--- config.mk ---
export PLATFORM = sky130hd
export DESIGN_NAME = utf8_to_utf32_decoder_core
export DESIGN_NICKNAME = d
export VERILOG_FILES = /design/src/hw/rtl/u8dec_pkg.sv /design/src/hw/rtl/u8dec_step.sv /design/src/hw/rtl/utf8_to_utf32_decoder_core.sv
export SDC_FILE = /design/constraint.sdc
export NUM_CORES = 1
export LEC_CHECK = 0
export BUFFER_PORTS_ARGS = -buffer_cell sky130_fd_sc_hd__buf_2
export CAP_MARGIN = 30
export CORE_ASPECT_RATIO = 0.5
export CORE_UTILIZATION = 53
export DETAILED_ROUTE_END_ITERATION = 10
export PLACE_DENSITY = 0.8
export SLEW_MARGIN = 20
export SYNTH_ARGS = -nofsm -noshare
export SYNTH_HDL_FRONTEND = slang
export SYNTH_HIERARCHICAL = 1
export SYNTH_SLANG_ARGS = --single-unit
--- constraint.sdc ---
create_clock -name clock -period 2.7 [get_ports clock]
set_clock_uncertainty 0.05 [all_clocks]
set_input_delay 0.405 -clock clock [delete_from_list [all_inputs] [get_ports clock]]
set_output_delay 0.405 -clock clock [all_outputs]
set_load 0.05 [all_outputs]
--- src/hw/rtl/u8dec_pkg.sv ---
// ----------------------------------------------------------------------------
// u8dec_pkg
// Types and constants shared by the UTF-8 to code point decoder.
// ----------------------------------------------------------------------------
`default_nettype none

package u8dec_pkg;

   localparam int unsigned ByteWidth = 8;
   localparam int unsigned CpWidth   = 21;
   localparam int unsigned RemWidth  = 2;

   // following bytes still expected
   localparam logic [RemWidth-1:0] RemNone  = 2'd0;
   localparam logic [RemWidth-1:0] RemOne   = 2'd1;
   localparam logic [RemWidth-1:0] RemTwo   = 2'd2;
   localparam logic [RemWidth-1:0] RemThree = 2'd3;

   // one decoded code point
   typedef struct packed {
      logic [CpWidth-1:0] code_point;
      logic               last_point;
      logic               truncated;
   } result_type;

   // decoder state carried from byte to byte
   typedef struct packed {
      logic [RemWidth-1:0] bytes_remaining;
      logic [CpWidth-1:0]  partial_value;
   } state_type;

endpackage

`default_nettype wire

--- src/hw/rtl/u8dec_step.sv ---
// ----------------------------------------------------------------------------
// u8dec_step
// Combinational next-state and result logic for one input byte.
// ----------------------------------------------------------------------------
`default_nettype none

module u8dec_step (
   input  wire logic                               valid,
   input  wire logic [u8dec_pkg::ByteWidth-1:0]    data_byte,
   input  wire logic                               end_of_string,
   input  wire u8dec_pkg::state_type               state_cur,
   output u8dec_pkg::state_type                    state_nxt,
   output logic                                    result_valid,
   output u8dec_pkg::result_type                   result
);

   logic [u8dec_pkg::CpWidth-1:0] pv;
   logic [u8dec_pkg::CpWidth-1:0] follow_bits;
   logic [5:0]                    low6;

   assign low6 = data_byte[5:0];

   // follower bits placed at their final position
   always_comb begin
      case (state_cur.bytes_remaining)
         u8dec_pkg::RemOne:   follow_bits = {15'd0, low6};
         u8dec_pkg::RemTwo:   follow_bits = {9'd0, low6, 6'd0};
         u8dec_pkg::RemThree: follow_bits = {3'd0, low6, 12'd0};
         default:             follow_bits = '0;
      endcase
   end

   always_comb begin
      state_nxt    = state_cur;
      result_valid = 1'b0;
      result       = '0;
      pv           = '0;
      if (valid) begin
         if (state_cur.bytes_remaining == u8dec_pkg::RemNone) begin
            if (!data_byte[7]) begin
               // plain ASCII gives itself
               result_valid      = 1'b1;
               result.code_point = {13'd0, data_byte};
               result.last_point = end_of_string;
            end else begin
               if (data_byte[7:5] == 3'b110) begin
                  pv = {10'd0, data_byte[4:0], 6'd0};
                  state_nxt.bytes_remaining = u8dec_pkg::RemOne;
               end else if (data_byte[7:4] == 4'b1110) begin
                  pv = {5'd0, data_byte[3:0], 12'd0};
                  state_nxt.bytes_remaining = u8dec_pkg::RemTwo;
               end else begin
                  // four-byte lead, malformed leads included
                  pv = {data_byte[2:0], 18'd0};
                  state_nxt.bytes_remaining = u8dec_pkg::RemThree;
               end
               state_nxt.partial_value = pv;
               if (end_of_string) begin
                  result_valid      = 1'b1;
                  result.code_point = pv;
                  result.last_point = 1'b1;
                  result.truncated  = 1'b1;
                  state_nxt         = '0;
               end
            end
         end else begin
            pv = state_cur.partial_value | follow_bits;
            state_nxt.bytes_remaining = state_cur.bytes_remaining - u8dec_pkg::RemOne;
            state_nxt.partial_value   = pv;
            if (state_cur.bytes_remaining == u8dec_pkg::RemOne) begin
               // sequence complete
               result_valid      = 1'b1;
               result.code_point = pv;
               result.last_point = end_of_string;
               state_nxt         = '0;
            end else if (end_of_string) begin
               result_valid      = 1'b1;
               result.code_point = pv;
               result.last_point = 1'b1;
               result.truncated  = 1'b1;
               state_nxt         = '0;
            end
         end
      end
   end

endmodule

`default_nettype wire

--- src/hw/rtl/utf8_to_utf32_decoder_core.sv ---
// ----------------------------------------------------------------------------
// utf8_to_utf32_decoder_core
// Lax UTF-8 byte stream to 21-bit code point decoder.
// ----------------------------------------------------------------------------
// Usage:
//   req_*  : one UTF-8 byte per transfer, req_end_of_string on the last byte.
//   rsp_*  : one code point per transfer, with last_point and truncated flags.
//   A byte is decoded in the cycle it is accepted and any result registered;
//   one byte per cycle while req_ready is high. The only loop is the 2-bit
//   remaining count and 21-bit partial value register.
//   Leads and followers produce no result until a sequence completes or the
//   string ends; a string ending mid-sequence gives the partial code point
//   with truncated set.
//   A result register plus one skid register sit on the output, so a new
//   byte is taken while a finished result waits. The skid register fills
//   only when the receiver stalls with the result register already full;
//   req_ready stays low while it is full and returns the cycle after the
//   receiver takes a result.
//   Reset (synchronous, active high) clears the decode state and empties
//   the output registers.
// ----------------------------------------------------------------------------
`default_nettype none

module utf8_to_utf32_decoder_core (
   input  wire logic                            clock,
   input  wire logic                            reset,
   input  wire logic                            req_valid,
   output logic                                 req_ready,
   input  wire logic [u8dec_pkg::ByteWidth-1:0] req_data_byte,
   input  wire logic                            req_end_of_string,
   output logic                                 rsp_valid,
   input  wire logic                            rsp_ready,
   output logic [u8dec_pkg::CpWidth-1:0]        rsp_code_point,
   output logic                                 rsp_last_point,
   output logic                                 rsp_truncated
);

   u8dec_pkg::state_type  state_ff, state_in;
   u8dec_pkg::result_type step_result;
   u8dec_pkg::result_type out_ff, out_in;
   u8dec_pkg::result_type skid_ff, skid_in;
   logic                  out_valid_ff, out_valid_in;
   logic                  skid_valid_ff, skid_valid_in;
   logic                  req_xfer;
   logic                  step_valid;
   logic                  out_free;

   assign req_ready = !skid_valid_ff;
   assign req_xfer  = req_valid && req_ready;

   // per-byte decode
   u8dec_step u_step (
      .valid         (req_xfer),
      .data_byte     (req_data_byte),
      .end_of_string (req_end_of_string),
      .state_cur     (state_ff),
      .state_nxt     (state_in),
      .result_valid  (step_valid),
      .result        (step_result)
   );

   // output register and skid stage
   assign out_free = !out_valid_ff || rsp_ready;

   always_comb begin
      out_in        = out_ff;
      out_valid_in  = out_valid_ff;
      skid_in       = skid_ff;
      skid_valid_in = skid_valid_ff;
      if (out_free) begin
         if (skid_valid_ff) begin
            out_in        = skid_ff;
            out_valid_in  = 1'b1;
            skid_valid_in = 1'b0;
         end else begin
            out_in       = step_result;
            out_valid_in = step_valid;
         end
      end else if (step_valid) begin
         skid_in       = step_result;
         skid_valid_in = 1'b1;
      end
   end

   always_ff @(posedge clock) begin
      if (reset) begin
         state_ff      <= '0;
         out_valid_ff  <= 1'b0;
         skid_valid_ff <= 1'b0;
      end else begin
         state_ff      <= state_in;
         out_valid_ff  <= out_valid_in;
         skid_valid_ff <= skid_valid_in;
      end
      out_ff  <= out_in;
      skid_ff <= skid_in;
   end

   assign rsp_valid      = out_valid_ff;
   assign rsp_code_point = out_ff.code_point;
   assign rsp_last_point = out_ff.last_point;
   assign rsp_truncated  = out_ff.truncated;

   // checks
   a_skid_implies_out: assert property (@(posedge clock) disable iff (reset)
      skid_valid_ff |-> out_valid_ff)
      else $error("skid register full while output register empty");

   a_idle_partial_zero: assert property (@(posedge clock) disable iff (reset)
      (state_ff.bytes_remaining == u8dec_pkg::RemNone) |-> (state_ff.partial_value == '0))
      else $error("partial value left over with no sequence open");

   a_trunc_is_last: assert property (@(posedge clock) disable iff (reset)
      (out_valid_ff && out_ff.truncated) |-> out_ff.last_point)
      else $error("truncated result not marked last");

   a_skid_held: assert property (@(posedge clock) disable iff (reset)
      (skid_valid_ff && !rsp_ready) |=> skid_valid_ff)
      else $error("skid result dropped while stalled");

endmodule

`default_nettype wire

==> impl_summary.md <==
Status
The flow ran to the end, and the final reports show no timing, DRC or antenna violations.

Flow run
The tool flagged a number of max-cap violations equal to 0.

Worst setup path
The worst setup path is launched from a flip-flop. For the worst setup path, the data required time is 2850 ps. The slowest stage of the critical path is the sky130_fd_sc_hd__nor2b_1 cell. Walking the worst path, the cells encountered are inv_1 > ha_1 > nor2b_1 > a221oi_1 > nor4_1 > mux2_4. The setup slack of the worst register-to-register path is 110 ps. The worst setup path is of the reg -> reg kind. STA puts the critical path data arrival time at 2740 ps. The largest fanout of any net on the critical path is 9. The endpoint class of the critical path is a flip-flop. The delay of the slowest cell on the worst path is 560 ps.

Clock network
Buffers inserted to repair hold after CTS numbered 0. The number of resized instances in the post-cts repair step is 0. The clock edge transition at the registers on the reported setup and hold paths is 60 ps.

The total CTS buffers is 9. The clock drives 71 sinks. The clock tree synthesis step divided the H-tree into 3 levels. Post-CTS timing repair inserted 0 buffers for setup. TritonCTS built the clock tree. The clock tree root buffer cell is sky130_fd_sc_hd__clkbuf_16.

The clock tree buffer depth is 2. The insertion delay of the later-clocked pin in the worst-skew pair is 330 ps.

Cells and area
Leaving out fill and tap cells, the most frequent cell in the layout is sky130_fd_sc_hd__edfxtp_1. Of the cells placed in the final design, the portion with a size suffix greater than 1 is 26.0%. The area of all placed cells without fillers is 4080 sq um.

After filler insertion, the fill cell instance count of the layout stands at 471. The total inserted antenna cells is 0. In the final layout, flip-flops and latches occupy 1880 sq um. The signed area change from the synthesized netlist to the final layout is 13.4%. Summing all multi-input logic gate instances after layout gives 1540 sq um. Once layout is complete, the cells apart from fillers number 427. The final layout contains 352 nets. The fraction of the core area covered by cells at the end of the flow is 64.6%.

The library cells used most frequently in the layout, excluding fill and tap cells, are 46 x sky130_fd_sc_hd__edfxtp_1, 37 x sky130_fd_sc_hd__buf_2, 25 x sky130_fd_sc_hd__dfxtp_1.

Synth
The warning count from the yosys run is 6. Synthesis handed over a netlist of 301 instances. The share of the yosys chip area belonging to registers is 52.4%. Counting every net in the synthesized netlist gives 319. The number of distinct standard cells referenced by the synthesized netlist is 44. Summing every instance area after synthesis gives 3590 sq um. Counting flops and latches in the post-synthesis netlist gives 71.

The mean area per synthesized cell is 11.9 sq um.

Floorplan
The die footprint is 7130 sq um. The number of ports placed on the die boundary is 38. The initial cell density of the core is 57.0%.

The die width is 118 um. The region available for standard cell placement spans 6310 sq um. The die height is 60.2 um.

The count of standard-cell rows is 20.

Global route
The via count of the first global-routing pass is 2374. The pin count of the biggest net entering global routing is 30. The overall fraction of global-route tracks in use is 24.1%.

The sum of overflow across all layers after global routing is 0. The number of antenna violations at the first check in global routing is 0. The first-pass GRT wire length is 12500 um.

Route
The first TritonRoute pass finished after 5 iterations. The count of nets left with antenna violations after detail routing is 0. In the routed design, unresolved DRC markers number 0. After detailed routing, the average wire length per cell comes to 18.3 um. The routed layout has 2555 vias. The total wire length after detailed routing is 7810 um. In the routed layout, each cell is associated on average with a via count of 5.98. For this block, the initial DRC count from the detailed router was 354.

Place
At the end of routability-driven placement, the weighted congestion stood at 0.891. After detailed placement, the design holds a cell count of 411. The HPWL after detailed placement is 5290 um. The area of placed instances is 3800 sq um. The number of buffer cells added on primary ports is 37.

Power
The worst-case IR drop observed on VDD is 465 uV. Dividing total power by cell area gives a power density of 669 nW/um^2. The leakage dissipation is 1.67 nW.

Summing internal, switching and leakage power gives 0.00273 W.

Timing
The total negative slack is 0 ps. The total count of max-transition violations in the final report is 0. The fmax is 386 MHz. Setup violations remaining at the end of the flow were counted as 0.

The share of the clock period used by the worst path after layout is 95.9%. The final number of hold-violating endpoints came to 0. Setup repair after global routing left no endpoint under its margin. The worst relative slew slack is 55.6%. For the finished layout, the period the worst path requires is 2590 ps. At the pin with the least slew margin, the transition time is 659 ps.

Min path
The type of the tightest min-delay check is in -> reg.
critical path: cells and delay by family (launching register included):
family,cells,cell delay (ps)
AOI/OAI and AO/OA,1,200
buffers and inverters,1,120
DFF,1,390
and+or+nand+nor,2,1100
adders and majority gates,1,320
muxes,1,270
cells by family after synthesis:
| logic type | Yosys count | synth area share [%] |
|---|---|---|
| and+or+nand+nor | 94 | 16.6 |
| muxes | 23 | 8.98 |
| DFF | 71 | 52.4 |
| adders and majority gates | 5 | 1.74 |
| AOI/OAI and AO/OA | 78 | 15.4 |
| buffers and inverters | 30 | 4.84 |
through the flow:
step                      hold WS (ps)  worst slack, ps
after CTS                          446              277
after floorplan                    427              191
final                              457              110
after global routing               474             43.3
after detailed placement           482              312
after global placement             480              511
registers in the layout (all words and copies together), names as in the netlist:
register,count
skid_ff,23
state_ff,23
rsp_code_point,21
rsp_last_point,1
rsp_truncated,1
rsp_valid,1
skid_valid_ff,1
worst paths after layout:
path | end | startpoint | cells after the start
setup reg to reg | rsp_code_point[15] | state_ff[21] | 6
hold / removal | state_ff[5] | reset | 2
hold reg to reg | rsp_code_point[4] | skid_ff[6] | 1
setup / recovery | rsp_code_point[15] | state_ff[21] | 6
power breakdown:
part           switching, W  internal [W]
logic              0.000312      0.000128
registers         0.0000145       0.00121
clock network      0.000444      0.000620
total              0.000770       0.00196
synthesized netlist by cell type:
library cell / n / area share (%)
sky130_fd_sc_hd__edfxtp_1: 46 / 38
sky130_fd_sc_hd__dfxtp_1: 25 / 14
sky130_fd_sc_hd__nand2_1: 20 / 2.1
sky130_fd_sc_hd__nor2b_1: 18 / 3.1
sky130_fd_sc_hd__mux2_4: 17 / 7.1
sky130_fd_sc_hd__a21oi_1: 14 / 1.9
sky130_fd_sc_hd__o21ai_0: 14 / 1.9
sky130_fd_sc_hd__clkbuf_1: 13 / 1.4
sky130_fd_sc_hd__and2b_1: 10 / 2.1
sky130_fd_sc_hd__a21o_1: 9 / 1.9
sky130_fd_sc_hd__a22o_1: 8 / 1.9
sky130_fd_sc_hd__and2_1: 7 / 1.2
sky130_fd_sc_hd__and3b_1: 7 / 1.7
sky130_fd_sc_hd__inv_1: 7 / 0.73
sky130_fd_sc_hd__nand2b_1: 7 / 1.2
sky130_fd_sc_hd__a22oi_1: 6 / 1.3
sky130_fd_sc_hd__mux2_2: 6 / 1.9
sky130_fd_sc_hd__a221o_1: 5 / 1.4
sky130_fd_sc_hd__ha_1: 5 / 1.7
sky130_fd_sc_hd__and4b_1: 4 / 1.1
sky130_fd_sc_hd__buf_6: 4 / 1.3
sky130_fd_sc_hd__nor2_1: 4 / 0.42
sky130_fd_sc_hd__nor3_1: 4 / 0.56
sky130_fd_sc_hd__o211ai_1: 4 / 0.84
sky130_fd_sc_hd__o21a_1: 4 / 0.84
sky130_fd_sc_hd__a211oi_1: 3 / 0.63
sky130_fd_sc_hd__a21boi_1: 3 / 0.63
sky130_fd_sc_hd__a221oi_1: 3 / 0.73
sky130_fd_sc_hd__and3_1: 3 / 0.52
sky130_fd_sc_hd__buf_2: 3 / 0.42
sky130_fd_sc_hd__nor4_1: 3 / 0.52
sky130_fd_sc_hd__a31oi_1: 2 / 0.35
sky130_fd_sc_hd__o21ai_1: 2 / 0.28
sky130_fd_sc_hd__buf_1: 1 / 0.10
sky130_fd_sc_hd__buf_12: 1 / 0.56
sky130_fd_sc_hd__buf_8: 1 / 0.42
sky130_fd_sc_hd__nand3_1: 1 / 0.14
sky130_fd_sc_hd__nand3_4: 1 / 0.49
sky130_fd_sc_hd__nand3b_1: 1 / 0.21
sky130_fd_sc_hd__nor4b_1: 1 / 0.24
sky130_fd_sc_hd__nor4b_2: 1 / 0.42
sky130_fd_sc_hd__o32ai_4: 1 / 0.77
sky130_fd_sc_hd__or2_1: 1 / 0.17
sky130_fd_sc_hd__or4b_4: 1 / 0.38
layer usage:
metal	wire length, um	GRT usage (%)	vias up
li1	-	-	1181
met1	3630	32.9	1210
met2	3330	36.1	143
met3	665	6.39	21
met4	175	12.1	0
met5	0	0	-
cell type report:
cell class	count	share of cell area, %
inverters	7	0.645
clock buffers	9	5.53
well taps	88	2.70
multi-input cells	200	37.8
clock inverters	7	1.14
repair buffers	45	6.02
flip-flops and latches	71	46.2
(Power assumes the default switching activity.)
